## src/design/constant_power_voltage_setter_macros.svh

```systemverilog
// Assertion macros used by the controller, cpvs_ctrl.
`ifndef CONSTANT_POWER_VOLTAGE_SETTER_MACROS_SVH
`define CONSTANT_POWER_VOLTAGE_SETTER_MACROS_SVH

// Same-cycle implication.
`define CPVS_ASSERT_IMPL(name, clk_s, rst_s, ante, cons) \
  name: assert property (@(posedge clk_s) disable iff (rst_s) (ante) |-> (cons)) \
    else $error("cpvs assertion failed");

// Next-cycle implication.
`define CPVS_ASSERT_NEXT(name, clk_s, rst_s, ante, cons) \
  name: assert property (@(posedge clk_s) disable iff (rst_s) (ante) |=> (cons)) \
    else $error("cpvs assertion failed");

`endif

```

## src/design/cpvs_pkg.sv

```systemverilog
`timescale 1ns / 1ps

package cpvs_pkg;

  localparam int VOLT_W      = 16;
  localparam int RES_W       = 16;
  localparam int STEP_W      = 10;
  localparam int FAULT_W     = 2;
  localparam int STATUS_W    = 2;
  localparam int POWER_OUT_W = 20;
  localparam int CFG_IDX_W   = 2;
  localparam int CFG_DATA_W  = 16;
  localparam int Q_W         = 13;

  localparam logic [CFG_IDX_W-1:0] CFG_MAX_VOLTAGE = 2'd0;
  localparam logic [CFG_IDX_W-1:0] CFG_POWER_STEP  = 2'd1;
  localparam logic [CFG_IDX_W-1:0] CFG_FALL_STEP   = 2'd2;
  localparam logic [CFG_IDX_W-1:0] CFG_BOOST_STEP  = 2'd3;

  localparam logic [VOLT_W-1:0] MAX_VOLTAGE_RST = 16'd9000;
  localparam logic [STEP_W-1:0] POWER_STEP_RST  = 10'd100;
  localparam logic [STEP_W-1:0] FALL_STEP_RST   = 10'd10;
  localparam logic [STEP_W-1:0] BOOST_STEP_RST  = 10'd100;
  localparam int                POWER_RST       = 10000;

  localparam logic [FAULT_W-1:0] FAULT_NONE  = 2'd0;
  localparam logic [FAULT_W-1:0] FAULT_SHORT = 2'd1;
  localparam logic [FAULT_W-1:0] FAULT_OPEN  = 2'd2;

  localparam logic [STATUS_W-1:0] STATUS_IDLE   = 2'd0;
  localparam logic [STATUS_W-1:0] STATUS_FIRING = 2'd1;
  localparam logic [STATUS_W-1:0] STATUS_SHORT  = 2'd2;
  localparam logic [STATUS_W-1:0] STATUS_OPEN   = 2'd3;

  // Round to 10 mV: q = (root + 5) * 52429 >> 19, exact below 2^18.
  localparam logic [VOLT_W:0]   ROUND_BIAS  = 17'd5;
  localparam logic [VOLT_W:0]   ROUND_RECIP = 17'd52429;
  localparam int                ROUND_SHIFT = 19;
  localparam logic [VOLT_W-1:0] VOLT_SAT    = 16'hFFFF;

  typedef enum logic [3:0] {
    OP_NONE,
    OP_LOAD,
    OP_FIRE,
    OP_MUL_UP,
    OP_MUL_CUR,
    OP_SQRT,
    OP_ROUND,
    OP_SCALE,
    OP_APPLY_UP,
    OP_DEC,
    OP_APPLY_DOWN,
    OP_TRACK_RES,
    OP_APPLY_TRACK,
    OP_EMIT
  } dp_op_t;

  typedef struct packed {
    logic up;
    logic down;
    logic dec_ok;
    logic sqrt_last;
  } dp_status_t;

endpackage

```

## src/design/cpvs_tick_if.sv

```systemverilog
`timescale 1ns / 1ps

interface cpvs_tick_if;
  import cpvs_pkg::*;

  logic                 valid;
  logic                 ready;
  logic                 fire_pressed;
  logic                 up_pressed;
  logic                 down_pressed;
  logic [RES_W-1:0]     resistance_mohm;
  logic [FAULT_W-1:0]   fault_code;
  logic [VOLT_W-1:0]    measured_mv;

  modport source (
    output valid, fire_pressed, up_pressed, down_pressed, resistance_mohm, fault_code,
           measured_mv,
    input  ready
  );

  modport sink (
    input  valid, fire_pressed, up_pressed, down_pressed, resistance_mohm, fault_code,
           measured_mv,
    output ready
  );
endinterface

```

## src/design/cpvs_result_if.sv

```systemverilog
`timescale 1ns / 1ps

interface cpvs_result_if;
  import cpvs_pkg::*;

  logic                   valid;
  logic                   ready;
  logic                   output_enable;
  logic [VOLT_W-1:0]      voltage_setpoint_mv;
  logic [POWER_OUT_W-1:0] power_setting_mw;
  logic [VOLT_W-1:0]      shown_voltage_mv;
  logic [STATUS_W-1:0]    status;

  modport source (
    output valid, output_enable, voltage_setpoint_mv, power_setting_mw, shown_voltage_mv,
           status,
    input  ready
  );

  modport sink (
    input  valid, output_enable, voltage_setpoint_mv, power_setting_mw, shown_voltage_mv,
           status,
    output ready
  );
endinterface

```

## src/design/cpvs_dp.sv

```systemverilog
`timescale 1ns / 1ps

module cpvs_dp #(
  parameter int POWER_WIDTH = 20
) (
  input  logic                               clk,
  input  logic                               rst,
  input  logic                               cfg_we,
  input  logic [cpvs_pkg::CFG_IDX_W-1:0]     cfg_index,
  input  logic [cpvs_pkg::CFG_DATA_W-1:0]    cfg_data,
  input  cpvs_pkg::dp_op_t                   op,
  output cpvs_pkg::dp_status_t               status,
  input  logic                               fire_pressed,
  input  logic                               up_pressed,
  input  logic                               down_pressed,
  input  logic [cpvs_pkg::RES_W-1:0]         resistance_mohm,
  input  logic [cpvs_pkg::FAULT_W-1:0]       fault_code,
  input  logic [cpvs_pkg::VOLT_W-1:0]        measured_mv,
  output logic                               output_enable,
  output logic [cpvs_pkg::VOLT_W-1:0]        voltage_setpoint_mv,
  output logic [cpvs_pkg::POWER_OUT_W-1:0]   power_setting_mw,
  output logic [cpvs_pkg::VOLT_W-1:0]        shown_voltage_mv,
  output logic [cpvs_pkg::STATUS_W-1:0]      status_code
);
  import cpvs_pkg::*;

  localparam int PROD_W   = POWER_WIDTH + RES_W;
  localparam int SQ_PAIRS = (PROD_W + 1) / 2;
  localparam int RAD_W    = 2 * SQ_PAIRS;
  localparam int ROOT_W   = SQ_PAIRS;
  localparam int CNT_W    = $clog2(SQ_PAIRS + 1);
  localparam logic [POWER_WIDTH-1:0] POWER_MAX = '1;

  logic [VOLT_W-1:0]       max_voltage;
  logic [STEP_W-1:0]       power_step;
  logic [STEP_W-1:0]       fall_step;
  logic [STEP_W-1:0]       boost_step;

  logic [POWER_WIDTH-1:0]  power_level;
  logic [VOLT_W-1:0]       setpoint;
  logic                    enable;
  logic [RES_W-1:0]        last_res;
  logic [CNT_W-1:0]        sq_cnt;

  logic                    in_fire;
  logic                    in_up;
  logic                    in_down;
  logic [RES_W-1:0]        in_res;
  logic [FAULT_W-1:0]      in_fault;
  logic [VOLT_W-1:0]       in_measured;
  logic [POWER_WIDTH-1:0]  power_up;
  logic [RAD_W-1:0]        rad;
  logic [ROOT_W+1:0]       rem;
  logic [ROOT_W-1:0]       root;
  logic [Q_W-1:0]          rnd_q;
  logic                    rnd_sat;
  logic [VOLT_W-1:0]       tgt;

  logic [POWER_WIDTH-1:0]  step_ext;
  logic [POWER_WIDTH:0]    up_sum;
  logic [POWER_WIDTH-1:0]  up_sat;
  logic                    dec_ok;
  logic [POWER_WIDTH-1:0]  mul_a;
  logic [PROD_W-1:0]       product;
  logic [ROOT_W+1:0]       rem_sh;
  logic [ROOT_W+1:0]       trial;
  logic                    sq_ge;
  logic [ROOT_W+1:0]       sq_diff;
  logic                    root_sat;
  logic [VOLT_W:0]         rnd_x;
  logic [2*VOLT_W+1:0]     rnd_prod;
  logic [VOLT_W-1:0]       tgt_val;
  logic [VOLT_W-1:0]       down_sp;
  logic [VOLT_W-1:0]       fall_ext;
  logic [VOLT_W:0]         nv;
  logic [VOLT_W-1:0]       track_sp;
  logic [POWER_WIDTH+POWER_OUT_W-1:0] power_ext;
  logic [STATUS_W-1:0]     status_val;

  assign step_ext = {{(POWER_WIDTH-STEP_W){1'b0}}, power_step};
  assign up_sum   = {1'b0, power_level} + {1'b0, step_ext};
  assign up_sat   = up_sum[POWER_WIDTH] ? POWER_MAX : up_sum[POWER_WIDTH-1:0];
  assign dec_ok   = power_level >= step_ext;

  assign mul_a   = (op == OP_MUL_UP) ? power_up : power_level;
  assign product = {{RES_W{1'b0}}, mul_a} * {{POWER_WIDTH{1'b0}}, last_res};

  assign rem_sh  = {rem[ROOT_W-1:0], rad[RAD_W-1 -: 2]};
  assign trial   = {root, 2'b01};
  assign sq_ge   = rem_sh >= trial;
  assign sq_diff = rem_sh - trial;

  assign root_sat = root >= ROOT_W'(VOLT_SAT);
  assign rnd_x    = {1'b0, root[VOLT_W-1:0]} + ROUND_BIAS;
  assign rnd_prod = {{(VOLT_W+1){1'b0}}, rnd_x} * {{(VOLT_W+1){1'b0}}, ROUND_RECIP};
  assign tgt_val  = {rnd_q, 3'b000} + {2'b00, rnd_q, 1'b0};

  assign down_sp  = (tgt > max_voltage) ? max_voltage : tgt;
  assign fall_ext = {{(VOLT_W-STEP_W){1'b0}}, fall_step};

  always_comb begin
    if (!enable) begin
      nv = {1'b0, tgt};
    end else if (tgt < setpoint) begin
      nv = (setpoint >= fall_ext) ? {1'b0, setpoint - fall_ext} : {1'b0, setpoint};
    end else begin
      nv = {1'b0, setpoint} + {{(VOLT_W+1-STEP_W){1'b0}}, boost_step};
    end
  end

  assign track_sp  = (nv > {1'b0, max_voltage}) ? max_voltage : nv[VOLT_W-1:0];
  assign power_ext = {{POWER_OUT_W{1'b0}}, power_level};

  always_comb begin
    case (in_fault)
      FAULT_SHORT: status_val = STATUS_SHORT;
      FAULT_OPEN:  status_val = STATUS_OPEN;
      default:     status_val = enable ? STATUS_FIRING : STATUS_IDLE;
    endcase
  end

  assign status.up        = in_up;
  assign status.down      = in_down;
  assign status.dec_ok    = dec_ok;
  assign status.sqrt_last = (sq_cnt == CNT_W'(1));

  always_ff @(posedge clk) begin
    if (rst) begin
      max_voltage <= MAX_VOLTAGE_RST;
      power_step  <= POWER_STEP_RST;
      fall_step   <= FALL_STEP_RST;
      boost_step  <= BOOST_STEP_RST;
      power_level <= POWER_WIDTH'(POWER_RST);
      setpoint    <= '0;
      enable      <= 1'b0;
      last_res    <= '0;
      sq_cnt      <= '0;
    end else begin
      if (cfg_we) begin
        case (cfg_index)
          CFG_MAX_VOLTAGE: max_voltage <= cfg_data;
          CFG_POWER_STEP:  power_step  <= cfg_data[STEP_W-1:0];
          CFG_FALL_STEP:   fall_step   <= cfg_data[STEP_W-1:0];
          CFG_BOOST_STEP:  boost_step  <= cfg_data[STEP_W-1:0];
          default: ;
        endcase
      end
      case (op)
        OP_FIRE: begin
          if (!enable && in_fire && last_res != '0 && in_fault == FAULT_NONE) begin
            enable <= 1'b1;
          end else if (enable && !in_fire) begin
            enable <= 1'b0;
          end
        end
        OP_MUL_UP, OP_MUL_CUR: sq_cnt <= CNT_W'(SQ_PAIRS);
        OP_SQRT: sq_cnt <= sq_cnt - CNT_W'(1);
        OP_APPLY_UP: begin
          if (tgt <= max_voltage) begin
            power_level <= power_up;
            setpoint    <= tgt;
          end
        end
        OP_DEC:        power_level <= power_level - step_ext;
        OP_APPLY_DOWN: setpoint <= down_sp;
        OP_TRACK_RES:  last_res <= in_res;
        OP_APPLY_TRACK: begin
          if (tgt != setpoint) begin
            setpoint <= track_sp;
          end
        end
        default: ;
      endcase
    end
  end

  always_ff @(posedge clk) begin
    case (op)
      OP_LOAD: begin
        in_fire     <= fire_pressed;
        in_up       <= up_pressed;
        in_down     <= down_pressed;
        in_res      <= resistance_mohm;
        in_fault    <= fault_code;
        in_measured <= measured_mv;
      end
      OP_FIRE: power_up <= up_sat;
      OP_MUL_UP, OP_MUL_CUR: begin
        rad  <= RAD_W'(product);
        rem  <= '0;
        root <= '0;
      end
      OP_SQRT: begin
        rad  <= rad << 2;
        rem  <= sq_ge ? sq_diff : rem_sh;
        root <= {root[ROOT_W-2:0], sq_ge};
      end
      OP_ROUND: begin
        rnd_q   <= rnd_prod[ROUND_SHIFT +: Q_W];
        rnd_sat <= root_sat;
      end
      OP_SCALE: tgt <= rnd_sat ? VOLT_SAT : tgt_val;
      OP_EMIT: begin
        output_enable       <= enable;
        voltage_setpoint_mv <= setpoint;
        power_setting_mw    <= power_ext[POWER_OUT_W-1:0];
        shown_voltage_mv    <= enable ? in_measured : setpoint;
        status_code         <= status_val;
      end
      default: ;
    endcase
  end

endmodule

```

## src/design/cpvs_ctrl.sv

```systemverilog
`timescale 1ns / 1ps
`include "constant_power_voltage_setter_macros.svh"

module cpvs_ctrl (
  input  logic                  clk,
  input  logic                  rst,
  input  logic                  tick_valid,
  output logic                  tick_ready,
  output logic                  result_valid,
  input  logic                  result_ready,
  output cpvs_pkg::dp_op_t      op,
  input  cpvs_pkg::dp_status_t  status
);
  import cpvs_pkg::*;

  typedef enum logic [3:0] {
    S_IDLE,
    S_FIRE,
    S_UP_MUL,
    S_DN_DEC,
    S_DN_MUL,
    S_TRK_RES,
    S_TRK_MUL,
    S_SQRT,
    S_ROUND,
    S_SCALE,
    S_APPLY,
    S_EMIT
  } state_t;

  typedef enum logic [1:0] {
    PH_UP,
    PH_DN,
    PH_TRK
  } phase_t;

  state_t state;
  state_t state_next;
  phase_t phase;
  phase_t phase_next;

  assign tick_ready = (state == S_IDLE);

  always_comb begin
    state_next = state;
    phase_next = phase;
    op         = OP_NONE;
    case (state)
      S_IDLE: begin
        if (tick_valid) begin
          op         = OP_LOAD;
          state_next = S_FIRE;
        end
      end
      S_FIRE: begin
        op = OP_FIRE;
        if (status.up) begin
          state_next = S_UP_MUL;
        end else if (status.down) begin
          state_next = S_DN_DEC;
        end else begin
          state_next = S_TRK_RES;
        end
      end
      S_UP_MUL: begin
        op         = OP_MUL_UP;
        phase_next = PH_UP;
        state_next = S_SQRT;
      end
      S_DN_DEC: begin
        if (status.dec_ok) begin
          op         = OP_DEC;
          state_next = S_DN_MUL;
        end else begin
          state_next = S_TRK_RES;
        end
      end
      S_DN_MUL: begin
        op         = OP_MUL_CUR;
        phase_next = PH_DN;
        state_next = S_SQRT;
      end
      S_TRK_RES: begin
        op         = OP_TRACK_RES;
        state_next = S_TRK_MUL;
      end
      S_TRK_MUL: begin
        op         = OP_MUL_CUR;
        phase_next = PH_TRK;
        state_next = S_SQRT;
      end
      S_SQRT: begin
        op = OP_SQRT;
        if (status.sqrt_last) begin
          state_next = S_ROUND;
        end
      end
      S_ROUND: begin
        op         = OP_ROUND;
        state_next = S_SCALE;
      end
      S_SCALE: begin
        op         = OP_SCALE;
        state_next = S_APPLY;
      end
      S_APPLY: begin
        case (phase)
          PH_UP: begin
            op         = OP_APPLY_UP;
            state_next = status.down ? S_DN_DEC : S_TRK_RES;
          end
          PH_DN: begin
            op         = OP_APPLY_DOWN;
            state_next = S_TRK_RES;
          end
          default: begin
            op         = OP_APPLY_TRACK;
            state_next = S_EMIT;
          end
        endcase
      end
      S_EMIT: begin
        if (!result_valid || result_ready) begin
          op         = OP_EMIT;
          state_next = S_IDLE;
        end
      end
      default: state_next = S_IDLE;
    endcase
  end

  always_ff @(posedge clk) begin
    if (rst) begin
      state        <= S_IDLE;
      phase        <= PH_TRK;
      result_valid <= 1'b0;
    end else begin
      state <= state_next;
      phase <= phase_next;
      if (op == OP_EMIT) begin
        result_valid <= 1'b1;
      end else if (result_ready) begin
        result_valid <= 1'b0;
      end
    end
  end

  `CPVS_ASSERT_NEXT(a_accept_fire, clk, rst, tick_valid && tick_ready, state == S_FIRE)
  `CPVS_ASSERT_NEXT(a_sqrt_round, clk, rst, state == S_SQRT && status.sqrt_last, state == S_ROUND)
  `CPVS_ASSERT_NEXT(a_emit_valid, clk, rst, op == OP_EMIT, result_valid && state == S_IDLE)
  `CPVS_ASSERT_IMPL(a_emit_free, clk, rst, op == OP_EMIT, !result_valid || result_ready)

endmodule

```

## src/design/constant_power_voltage_setter.sv

```systemverilog
`timescale 1ns / 1ps
// Constant-power voltage setter.
// tick (sink): one control tick per transaction: buttons, resistance reading,
//   fault code and measured voltage; taken when valid and ready are high.
// result (source): one transaction per tick with enable, setpoint, power,
//   shown voltage and status; held in an output register until taken.
// cfg: write port; cfg_index selects max voltage, power step, fall step or
//   boost step, written at any edge with cfg_we high.
// Each tick runs up to three voltage targets sqrt(P*R) through one shared
// multiplier and a bit-pair square root unit of (POWER_WIDTH+17)/2 steps.
// Every tick computes the tracking target; an up press adds a target, and
// a down press adds a decrement and a target unless power is below the step.
// A new tick is accepted the cycle after its result is loaded.
// Reset: registers return to 9000 mV, 100 mW, 10 mV, 100 mV; power 10000 mW,
//   setpoint 0, output off, stored resistance 0.
// When result stalls, a finished tick waits in the last step; the next tick
//   is still accepted while the previous result sits unread.
module constant_power_voltage_setter #(
  parameter int POWER_WIDTH = 20
) (
  input  logic                             clk,
  input  logic                             rst,
  cpvs_tick_if.sink                        tick,
  cpvs_result_if.source                    result,
  input  logic                             cfg_we,
  input  logic [cpvs_pkg::CFG_IDX_W-1:0]   cfg_index,
  input  logic [cpvs_pkg::CFG_DATA_W-1:0]  cfg_data
);
  import cpvs_pkg::*;

  dp_op_t     op;
  dp_status_t status;
  logic       tick_ready;
  logic       result_valid;

  assign tick.ready   = tick_ready;
  assign result.valid = result_valid;

  cpvs_ctrl u_ctrl (
    .clk          (clk),
    .rst          (rst),
    .tick_valid   (tick.valid),
    .tick_ready   (tick_ready),
    .result_valid (result_valid),
    .result_ready (result.ready),
    .op           (op),
    .status       (status)
  );

  cpvs_dp #(
    .POWER_WIDTH (POWER_WIDTH)
  ) u_dp (
    .clk                 (clk),
    .rst                 (rst),
    .cfg_we              (cfg_we),
    .cfg_index           (cfg_index),
    .cfg_data            (cfg_data),
    .op                  (op),
    .status              (status),
    .fire_pressed        (tick.fire_pressed),
    .up_pressed          (tick.up_pressed),
    .down_pressed        (tick.down_pressed),
    .resistance_mohm     (tick.resistance_mohm),
    .fault_code          (tick.fault_code),
    .measured_mv         (tick.measured_mv),
    .output_enable       (result.output_enable),
    .voltage_setpoint_mv (result.voltage_setpoint_mv),
    .power_setting_mw    (result.power_setting_mw),
    .shown_voltage_mv    (result.shown_voltage_mv),
    .status_code         (result.status)
  );

endmodule

```

## src/flat_wrapper.sv

```systemverilog
// flat-port wrapper written by rule: the top's interface ports become plain ports
module constant_power_voltage_setter_flat import cpvs_pkg::*;
#(
  parameter int POWER_WIDTH = 20
)
  (clk, rst, cfg_we, cfg_index, cfg_data, tick_valid, tick_fire_pressed, tick_up_pressed, tick_down_pressed, tick_resistance_mohm, tick_fault_code, tick_measured_mv, tick_ready, result_valid, result_output_enable, result_voltage_setpoint_mv, result_power_setting_mw, result_shown_voltage_mv, result_status, result_ready);
  cpvs_tick_if tick_i ();
  cpvs_result_if result_i ();
  input  logic clk;
  input  logic rst;
  input  logic cfg_we;
  input  logic [cpvs_pkg::CFG_IDX_W-1:0] cfg_index;
  input  logic [cpvs_pkg::CFG_DATA_W-1:0] cfg_data;
  input wire logic [$bits(tick_i.valid)-1:0] tick_valid;
  input wire logic [$bits(tick_i.fire_pressed)-1:0] tick_fire_pressed;
  input wire logic [$bits(tick_i.up_pressed)-1:0] tick_up_pressed;
  input wire logic [$bits(tick_i.down_pressed)-1:0] tick_down_pressed;
  input wire logic [$bits(tick_i.resistance_mohm)-1:0] tick_resistance_mohm;
  input wire logic [$bits(tick_i.fault_code)-1:0] tick_fault_code;
  input wire logic [$bits(tick_i.measured_mv)-1:0] tick_measured_mv;
  output wire logic [$bits(tick_i.ready)-1:0] tick_ready;
  output wire logic [$bits(result_i.valid)-1:0] result_valid;
  output wire logic [$bits(result_i.output_enable)-1:0] result_output_enable;
  output wire logic [$bits(result_i.voltage_setpoint_mv)-1:0] result_voltage_setpoint_mv;
  output wire logic [$bits(result_i.power_setting_mw)-1:0] result_power_setting_mw;
  output wire logic [$bits(result_i.shown_voltage_mv)-1:0] result_shown_voltage_mv;
  output wire logic [$bits(result_i.status)-1:0] result_status;
  input wire logic [$bits(result_i.ready)-1:0] result_ready;
  assign tick_i.valid = tick_valid;
  assign tick_i.fire_pressed = tick_fire_pressed;
  assign tick_i.up_pressed = tick_up_pressed;
  assign tick_i.down_pressed = tick_down_pressed;
  assign tick_i.resistance_mohm = tick_resistance_mohm;
  assign tick_i.fault_code = tick_fault_code;
  assign tick_i.measured_mv = tick_measured_mv;
  assign tick_ready = tick_i.ready;
  assign result_valid = result_i.valid;
  assign result_output_enable = result_i.output_enable;
  assign result_voltage_setpoint_mv = result_i.voltage_setpoint_mv;
  assign result_power_setting_mw = result_i.power_setting_mw;
  assign result_shown_voltage_mv = result_i.shown_voltage_mv;
  assign result_status = result_i.status;
  assign result_i.ready = result_ready;
  constant_power_voltage_setter #(.POWER_WIDTH(POWER_WIDTH)) u_core (.clk(clk), .rst(rst), .tick(tick_i), .result(result_i), .cfg_we(cfg_we), .cfg_index(cfg_index), .cfg_data(cfg_data));
endmodule
```

## config.mk

```make
export PLATFORM = sky130hd
export DESIGN_NAME = constant_power_voltage_setter_flat
export DESIGN_NICKNAME = d
export VERILOG_FILES = /design/src/design/cpvs_pkg.sv /design/src/design/cpvs_tick_if.sv /design/src/design/cpvs_result_if.sv /design/src/design/cpvs_dp.sv /design/src/design/cpvs_ctrl.sv /design/src/design/constant_power_voltage_setter.sv /design/src/flat_wrapper.sv
export VERILOG_INCLUDE_DIRS = /design/src /design/src/design
export SDC_FILE = /design/constraint.sdc
export NUM_CORES = 2
export LEC_CHECK = 0
export BUFFER_PORTS_ARGS = -buffer_cell sky130_fd_sc_hd__buf_4
export CORE_ASPECT_RATIO = 1.4
export CORE_MARGIN = 1
export CORE_UTILIZATION = 50
export CTS_CLUSTER_DIAMETER = 100
export CTS_CLUSTER_SIZE = 28
export DETAILED_ROUTE_END_ITERATION = 6
export GPL_TIMING_DRIVEN = 0
export PLACE_DENSITY = 0.79
export SLEW_MARGIN = 15
export SYNTH_ARGS = -nofsm -noshare
export SYNTH_HDL_FRONTEND = slang
export SYNTH_SLANG_ARGS = --single-unit
```

## constraint.sdc

```tcl
create_clock -name clk -period 10.6 [get_ports clk]
set_input_delay 0.53 -clock clk [delete_from_list [all_inputs] [get_ports clk]]
set_output_delay 0.53 -clock clk [all_outputs]
set_load 0.03 [all_outputs]
```

After elaboration in Yosys (flattened, before gate mapping)
Cells that the tools add are included.
- latch bits: 0
- ROM bits: 0
- memories kept: 0
- bits in writable memories: 0
- register bits after elaboration: 325
- logic and storage cells: 152
- bitwise gates (word level): 0
- $mul: 2
- muxes and demuxes: 37
- equality and inequality tests: 37
- $add $sub $neg: 8
- shifts and indexed selects: 0
- order comparisons: 8
- reductions and logical operators: 30
- div/mod/pow operators: 0
- operators by type and width (cell ; number):
    16-bit 2-to-1 mux ; 6
    18-bit one-hot mux with 2 select lines ; 2
    36-bit one-hot mux with 2 select lines ; 1
    16-bit one-hot mux with 3 select lines ; 1
    4-bit one-hot mux with 11 select lines ; 1
    4-bit == test, second input constant ; 10
    20-bit 2-to-1 mux ; 2
    20-bit one-hot mux with 2 select lines ; 1
    4-bit one-hot mux with 10 select lines ; 1
    20-bit by 16-bit multiplier with 36-bit output ; 1
    17-bit 2-to-1 mux ; 2
    4-bit by 3-bit == test with 1-bit output, second input constant ; 8
    17-bit by 16-bit multiplier with 32-bit output, second input constant ; 1
    20-bit by 10-bit adder with 21-bit output ; 1
    20-bit by 10-bit >= comparator with 1-bit output ; 1
    20-bit >= comparator ; 1
    4-bit 2-to-1 mux ; 5
    20-bit by 10-bit subtractor with 20-bit output ; 1
    18-bit by 16-bit >= comparator with 1-bit output, second input constant ; 1
    18-bit 2-to-1 mux ; 1
    18-bit subtractor ; 1
    16-bit by 10-bit adder with 17-bit output ; 1
    16-bit by 3-bit adder with 17-bit output, second input constant ; 1
    17-bit by 16-bit greater-than comparator with 1-bit output ; 1
    34 further kinds ; 70

Depth between registers and ports, before layout
- word-level depth: 8
- gate-level depth with buffers: 28
- gate-level depth less buffers: 27

Cells and area by module
From an unflattened synthesis, not the netlist that was laid out.
- cells, all modules: 3469
- area, all modules: 32643.8 µm²
- by module, submodules not included (module ; area an instance (µm²) ; cells each ; instances):
    cpvs_dp ; 32024.5 ; 3382 ; 1
    cpvs_ctrl ; 619.3 ; 87 ; 1

Worst setup path before layout
No wires, ideal clock.
- path type: register to register
- start point: reg u_core.u_ctrl.state[2]
- end point: reg u_core.u_dp.rad[33] (data pin)
- setup slack: 3.039 ns
- clock period less this slack: 7.561 ns
- cell stages (with the launch flop): 25
- arrival time: 7.300 ns
- buffers on the path: 2
- setup time: 0.261 ns
- cell sequence: dfxtp_1 -> nand2b_1 -> nor3_1 -> clkbuf_1 -> mux2_2 -> clkbuf_1 -> and2_1 -> fa_1 -> fa_1 -> fa_1 -> fa_1 -> fa_1 -> inv_1 -> fa_1 -> inv_1 -> ha_1 -> a211oi_1 -> o21ai_0 -> a41oi_1 -> o21ai_1 -> a211oi_1 -> o21ai_1 -> a31o_2 -> mux2i_1 -> o21ai_0
- cells in the longest elaborated chain, start to end: 7
- RTL lines (item ; RTL line ; RTL):
    start: declaration ; cpvs_ctrl.sv:37 ; state_t state;
    start signal: assignment ; cpvs_ctrl.sv:138 ; state <= state_next;
    4-bit by 3-bit == test with 1-bit output ; cpvs_ctrl.sv:48 ; case (state)
    2-bit OR reduction (no line) ; -- ;
    4-bit one-hot mux with 11 select lines (*) ; cpvs_ctrl.sv:48 ;
    4-bit by 2-bit == test with 1-bit output ; cpvs_dp.sv:85, cpvs_dp.sv:178 ;
    20-bit 2-to-1 mux ; cpvs_dp.sv:85 ; assign mul_a = (op == OP_MUL_UP) ? power_up : power_level;
    20-bit by 16-bit multiplier with 36-bit output ; cpvs_dp.sv:86 ; assign product = {{RES_W{1'b0}}, mul_a} * {{POWER_WIDTH{1'b0}}, last_res};
    36-bit one-hot mux with 2 select lines (*) ; cpvs_dp.sv:178 ; case (op)
    end signal: assignment ; cpvs_dp.sv:189 ; rad <= RAD_W'(product);
    end signal: assignment ; cpvs_dp.sv:194 ; rad <= rad << 2;
    end: declaration ; cpvs_dp.sv:52 ; logic [RAD_W-1:0] rad;
Every way passes the cells marked *; elsewhere a longest branch is shown, timed or not.
A chain may end at the register's enable or synchronous reset.

Worst setup path in the final report
- start point: reg u_core.u_ctrl.state[1]
- end point: reg u_core.u_dp.rad[29] (data pin)
The elaborated chain is that of the path after synthesis.

==> results.py <==
metrics = {
    "detailed_routing": {
        "ant_nets": 0,
        "routed_wl_microns": 87600,
        "drt-initial-drc-count": 1906,
        "avgRoutedWirePerCell_microns": 19.4,
        "vias": 25904,
        "firstDrtPassIters": 7,
        "drt-vias-per-instance": 5.73,
        "drc": 1,
    },
    "die": {
        "core_sq_um": 64500,
        "die_h_microns": 305,
        "rows": 110,
        "die_w_microns": 219,
        "start_util_pct": 50.9,
        "io_pins": 117,
        "die-area_sq_um": 66700,
    },
    "clock_tree": {
        "cts_tree": "yes",
        "cts_setup_buffers": 0,
        "cts_max_level": 1,
        "cts.sinks": 325,
        "clockBufferDepth": 3,
        "cts-buffers-inserted": 16,
        "cts_hold_buf": 0,
        "clkTransAtPathRegs_ns": 0.12,
        "clock_latency_ns": 0.56,
        "cts.repair.resized": 0,
        "cts-root-buf": "clkbuf_16",
    },
    "hold_path": {
        "hold_depth": 1,
        "holdCritPathClass": "input pin to flip-flop",
    },
    "critical_path": {
        "reg2reg_depth": 27,
        "worstPathRequired_ns": 10.87,
        "cp.arrival_ns": 9.74,
        "start_kind": "flip-flop",
        "critical_path_class": "flip-flop to flip-flop",
        "end_kind": "flip-flop",
        "crit_fanout": 10,
    },
    "synth": {
        "async_flop_share_pct": 0,
        "synth-main-ff-cell": "edfxtp_1",
        "syn-cell-area_sq_um": 32800,
        "syn_avg_cell_area_sq_um": 9.31,
        "synth_edf_count": 214,
        "syn_inst": 3525,
        "synth_top_area_cell": "fa_1",
        "synth.area.top_cells": "fa_1 (21%), edfxtp_1 (20%), ha_1 (14%)",
        "synth-seq-cells": 325,
        "syn_nets": 4289,
        "netlist.area_leader.share_pct": 20.9,
        "synth_warnings": 0,
        "yosysSeqAreaShare_pct": 26.3,
        "synth.distinct_cells": 89,
    },
    "placed_design": {
        "dp.cells": 4489,
        "io_buffers": 115,
        "routabilityCongestion": 0.992,
        "dp_hpwl_microns": 71300,
    },
    "sta": {
        "max_freq_ghz": 0.106,
        "maxSlewViolCount": 0,
        "relSlewSlack_pct": 16.9,
        "final.setup.tns_ns": 0,
        "finalHoldViolations": 0,
        "worst_pin_slew_ns": 1.23,
        "rsz0062_at_grt": "false",
        "final-setup-viol-count": 0,
        "post-route-period-util_pct": 89.3,
        "period_needed_ns": 9.47,
        "fin_worst_skew_ns": 0.0328,
    },
    "final_layout": {
        "area.growth.synth_to_final_pct": 7.87,
        "nNetsFinal": 4431,
        "drive_gt1_share_pct": 5.90,
        "final_core_util_pct": 54.9,
        "nFillCells": 5668,
        "final_cells": 4519,
    },
    "outcome": {
        "failed_checks": "DRC",
        "status": "complete, but fails checks",
    },
    "global_routing": {
        "grt_remaining_overflow": 0,
        "grt_pass1_vias": 26164,
        "grt_max_degree": 30,
        "antenna_found_initial": 0,
        "grtUsageTotal_pct": 26.5,
        "grt_pass1_wl_microns": 138000,
    },
    "run": {
        "maxCapViolations": 0,
    },
}
## cells in the final DEF (no fill, tap or decap), types with 11 or more instances in the layout
master | synthesis | routed
nand2b_1 | 22 | 22
a311oi_1 | 14 | 14
nor3_1 | 47 | 46
a21oi_1 | 173 | 172
xnor2_1 | 71 | 71
o21a_1 | 24 | 24
o211ai_1 | 21 | 21
inv_1 | 567 | 567
a21o_1 | 55 | 55
clkbuf_1 | 130 | 137
o21ai_0 | 132 | 128
edfxtp_1 | 214 | 214
fa_1 | 343 | 343
buf_4 | 0 | 120
clkbuf_16 | 0 | 17
xor2_1 | 29 | 29
o31ai_1 | 14 | 14
dfxtp_1 | 111 | 111
o21bai_1 | 15 | 15
nor2_1 | 159 | 157
nand3_1 | 46 | 46
ha_1 | 361 | 361
nor4_1 | 11 | 11
or3_1 | 18 | 18
a211oi_1 | 30 | 30
nand4_1 | 33 | 33
and3_1 | 25 | 24
a31oi_1 | 30 | 30
and2_1 | 152 | 152
nand2_1 | 452 | 452
mux2_2 | 20 | 20
nor2b_1 | 22 | 22
or2_2 | 20 | 20
## state kept, by name (all words and copies together) (netlist names), 10 cells and up
signal                           count
u_core.u_dp.rem                     18
u_core.u_dp.fall_step               10
u_core.u_dp.power_step              10
u_core.u_dp.rad                     36
u_core.u_dp.tgt                     16
u_core.u_dp.max_voltage             16
u_core.u_dp.power_setting_mw        20
u_core.u_dp.power_level             20
u_core.u_dp.in_res                  16
u_core.u_dp.root                    18
u_core.u_dp.last_res                16
u_core.u_dp.setpoint                16
u_core.u_dp.boost_step              10
u_core.u_dp.voltage_setpoint_mv     16
u_core.u_dp.rnd_q                   13
u_core.u_dp.shown_voltage_mv        16
u_core.u_dp.power_up                20
u_core.u_dp.in_measured             16
## routing by layer
metal	share of wire [%]	GRT usage (%)	wire length (microns)	vias to the layer above
li1	-	-	-	11973
met1	36	30.1	31700	12688
met2	51	46.6	44300	923
met3	5.9	3.39	5200	320
met4	7.3	16.9	6390	0
met5	0	0	0	-
## cells in the mapped netlist, drive strengths merged (15+ instances only)
library cell,count
nor2b,22
xor2,29
o21a,24
o21ai,138
fa,343
and2,153
xnor2,71
a21oi,177
edfxtp,214
clkbuf,131
ha,361
dfxtp,111
or3,19
o211ai,21
inv,567
nand3,46
nand2b,22
nand4,33
nor2,159
a21o,55
a211oi,30
and3,26
nor3,48
nand2,452
or2,22
o21bai,15
mux2,21
a31oi,30
## critical path, cell delays in order (launching register included)
cell and delay (ns):
dfxtp_1 0.47, nand2b_1 0.18, nor3_1 0.77, clkbuf_1 0.61
mux2_2 0.46, clkbuf_1 0.59, nand2_1 0.17, fa_1 0.56
inv_1 0.05, fa_1 0.49, inv_1 0.05, fa_1 0.47
inv_1 0.06, fa_1 0.51, fa_1 0.56, inv_1 0.06
fa_1 0.56, inv_1 0.05, ha_1 0.38, a211oi_1 0.28
o211ai_1 0.16, a41oi_1 0.22, o21ai_1 0.12, a211oi_1 0.57
o21ai_1 0.18, a31o_2 0.30, xnor2_1 0.19, a21oi_1 0.09
## metrics by stage
step,instance area [sq um],worst slack [ns],hold WS (ns)
2_1_floorplan,32800,3.04,0.403
3_3_place_gp,34700,1.39,0.415
3_5_place_dp,34900,1.36,0.431
4_1_cts,35400,1.25,0.128
5_1_grt,35400,0.674,0.129
6_report,35400,1.13,0.143
## worst paths after layout
path,from,end,slack [ns]
worst max-delay path,u_core.u_ctrl.state[1],u_core.u_dp.rad[29],1.13
worst min-delay path,tick_resistance_mohm[5],u_core.u_dp.in_res[5],0.14
worst max register to register,u_core.u_ctrl.state[1],u_core.u_dp.rad[29],1.13
worst min register to register,u_core.u_dp.power_level[13],u_core.u_dp.power_setting_mw[13],0.46
## area by class of cell
class	instances	area, sq um	share of cell area, %
multi-input cells	2493	21500	60.8
flip-flops and latches	325	8650	24.4
inverters	568	2130	6.02
well taps	840	1050	2.97
repair buffers	124	1000	2.83
plain buffers	139	538	1.52
clock buffers	24	452	1.28
clock inverters	4	43.8	0.124
diodes	2	5.00	0.0141
## cell families after synthesis
group | Yosys count | synth area share [%]
simple gates | 1053 | 15.3
buf+inv | 707 | 8.13
fa+ha+maj | 704 | 34.7
compound gates | 611 | 12.0
flops | 325 | 26.3
xor+xnor | 100 | 2.67
mux | 25 | 0.854
Power is left out: the tool's default activity adds up to more than one toggle a clock period on the data nets, which glitch-free logic cannot reach.
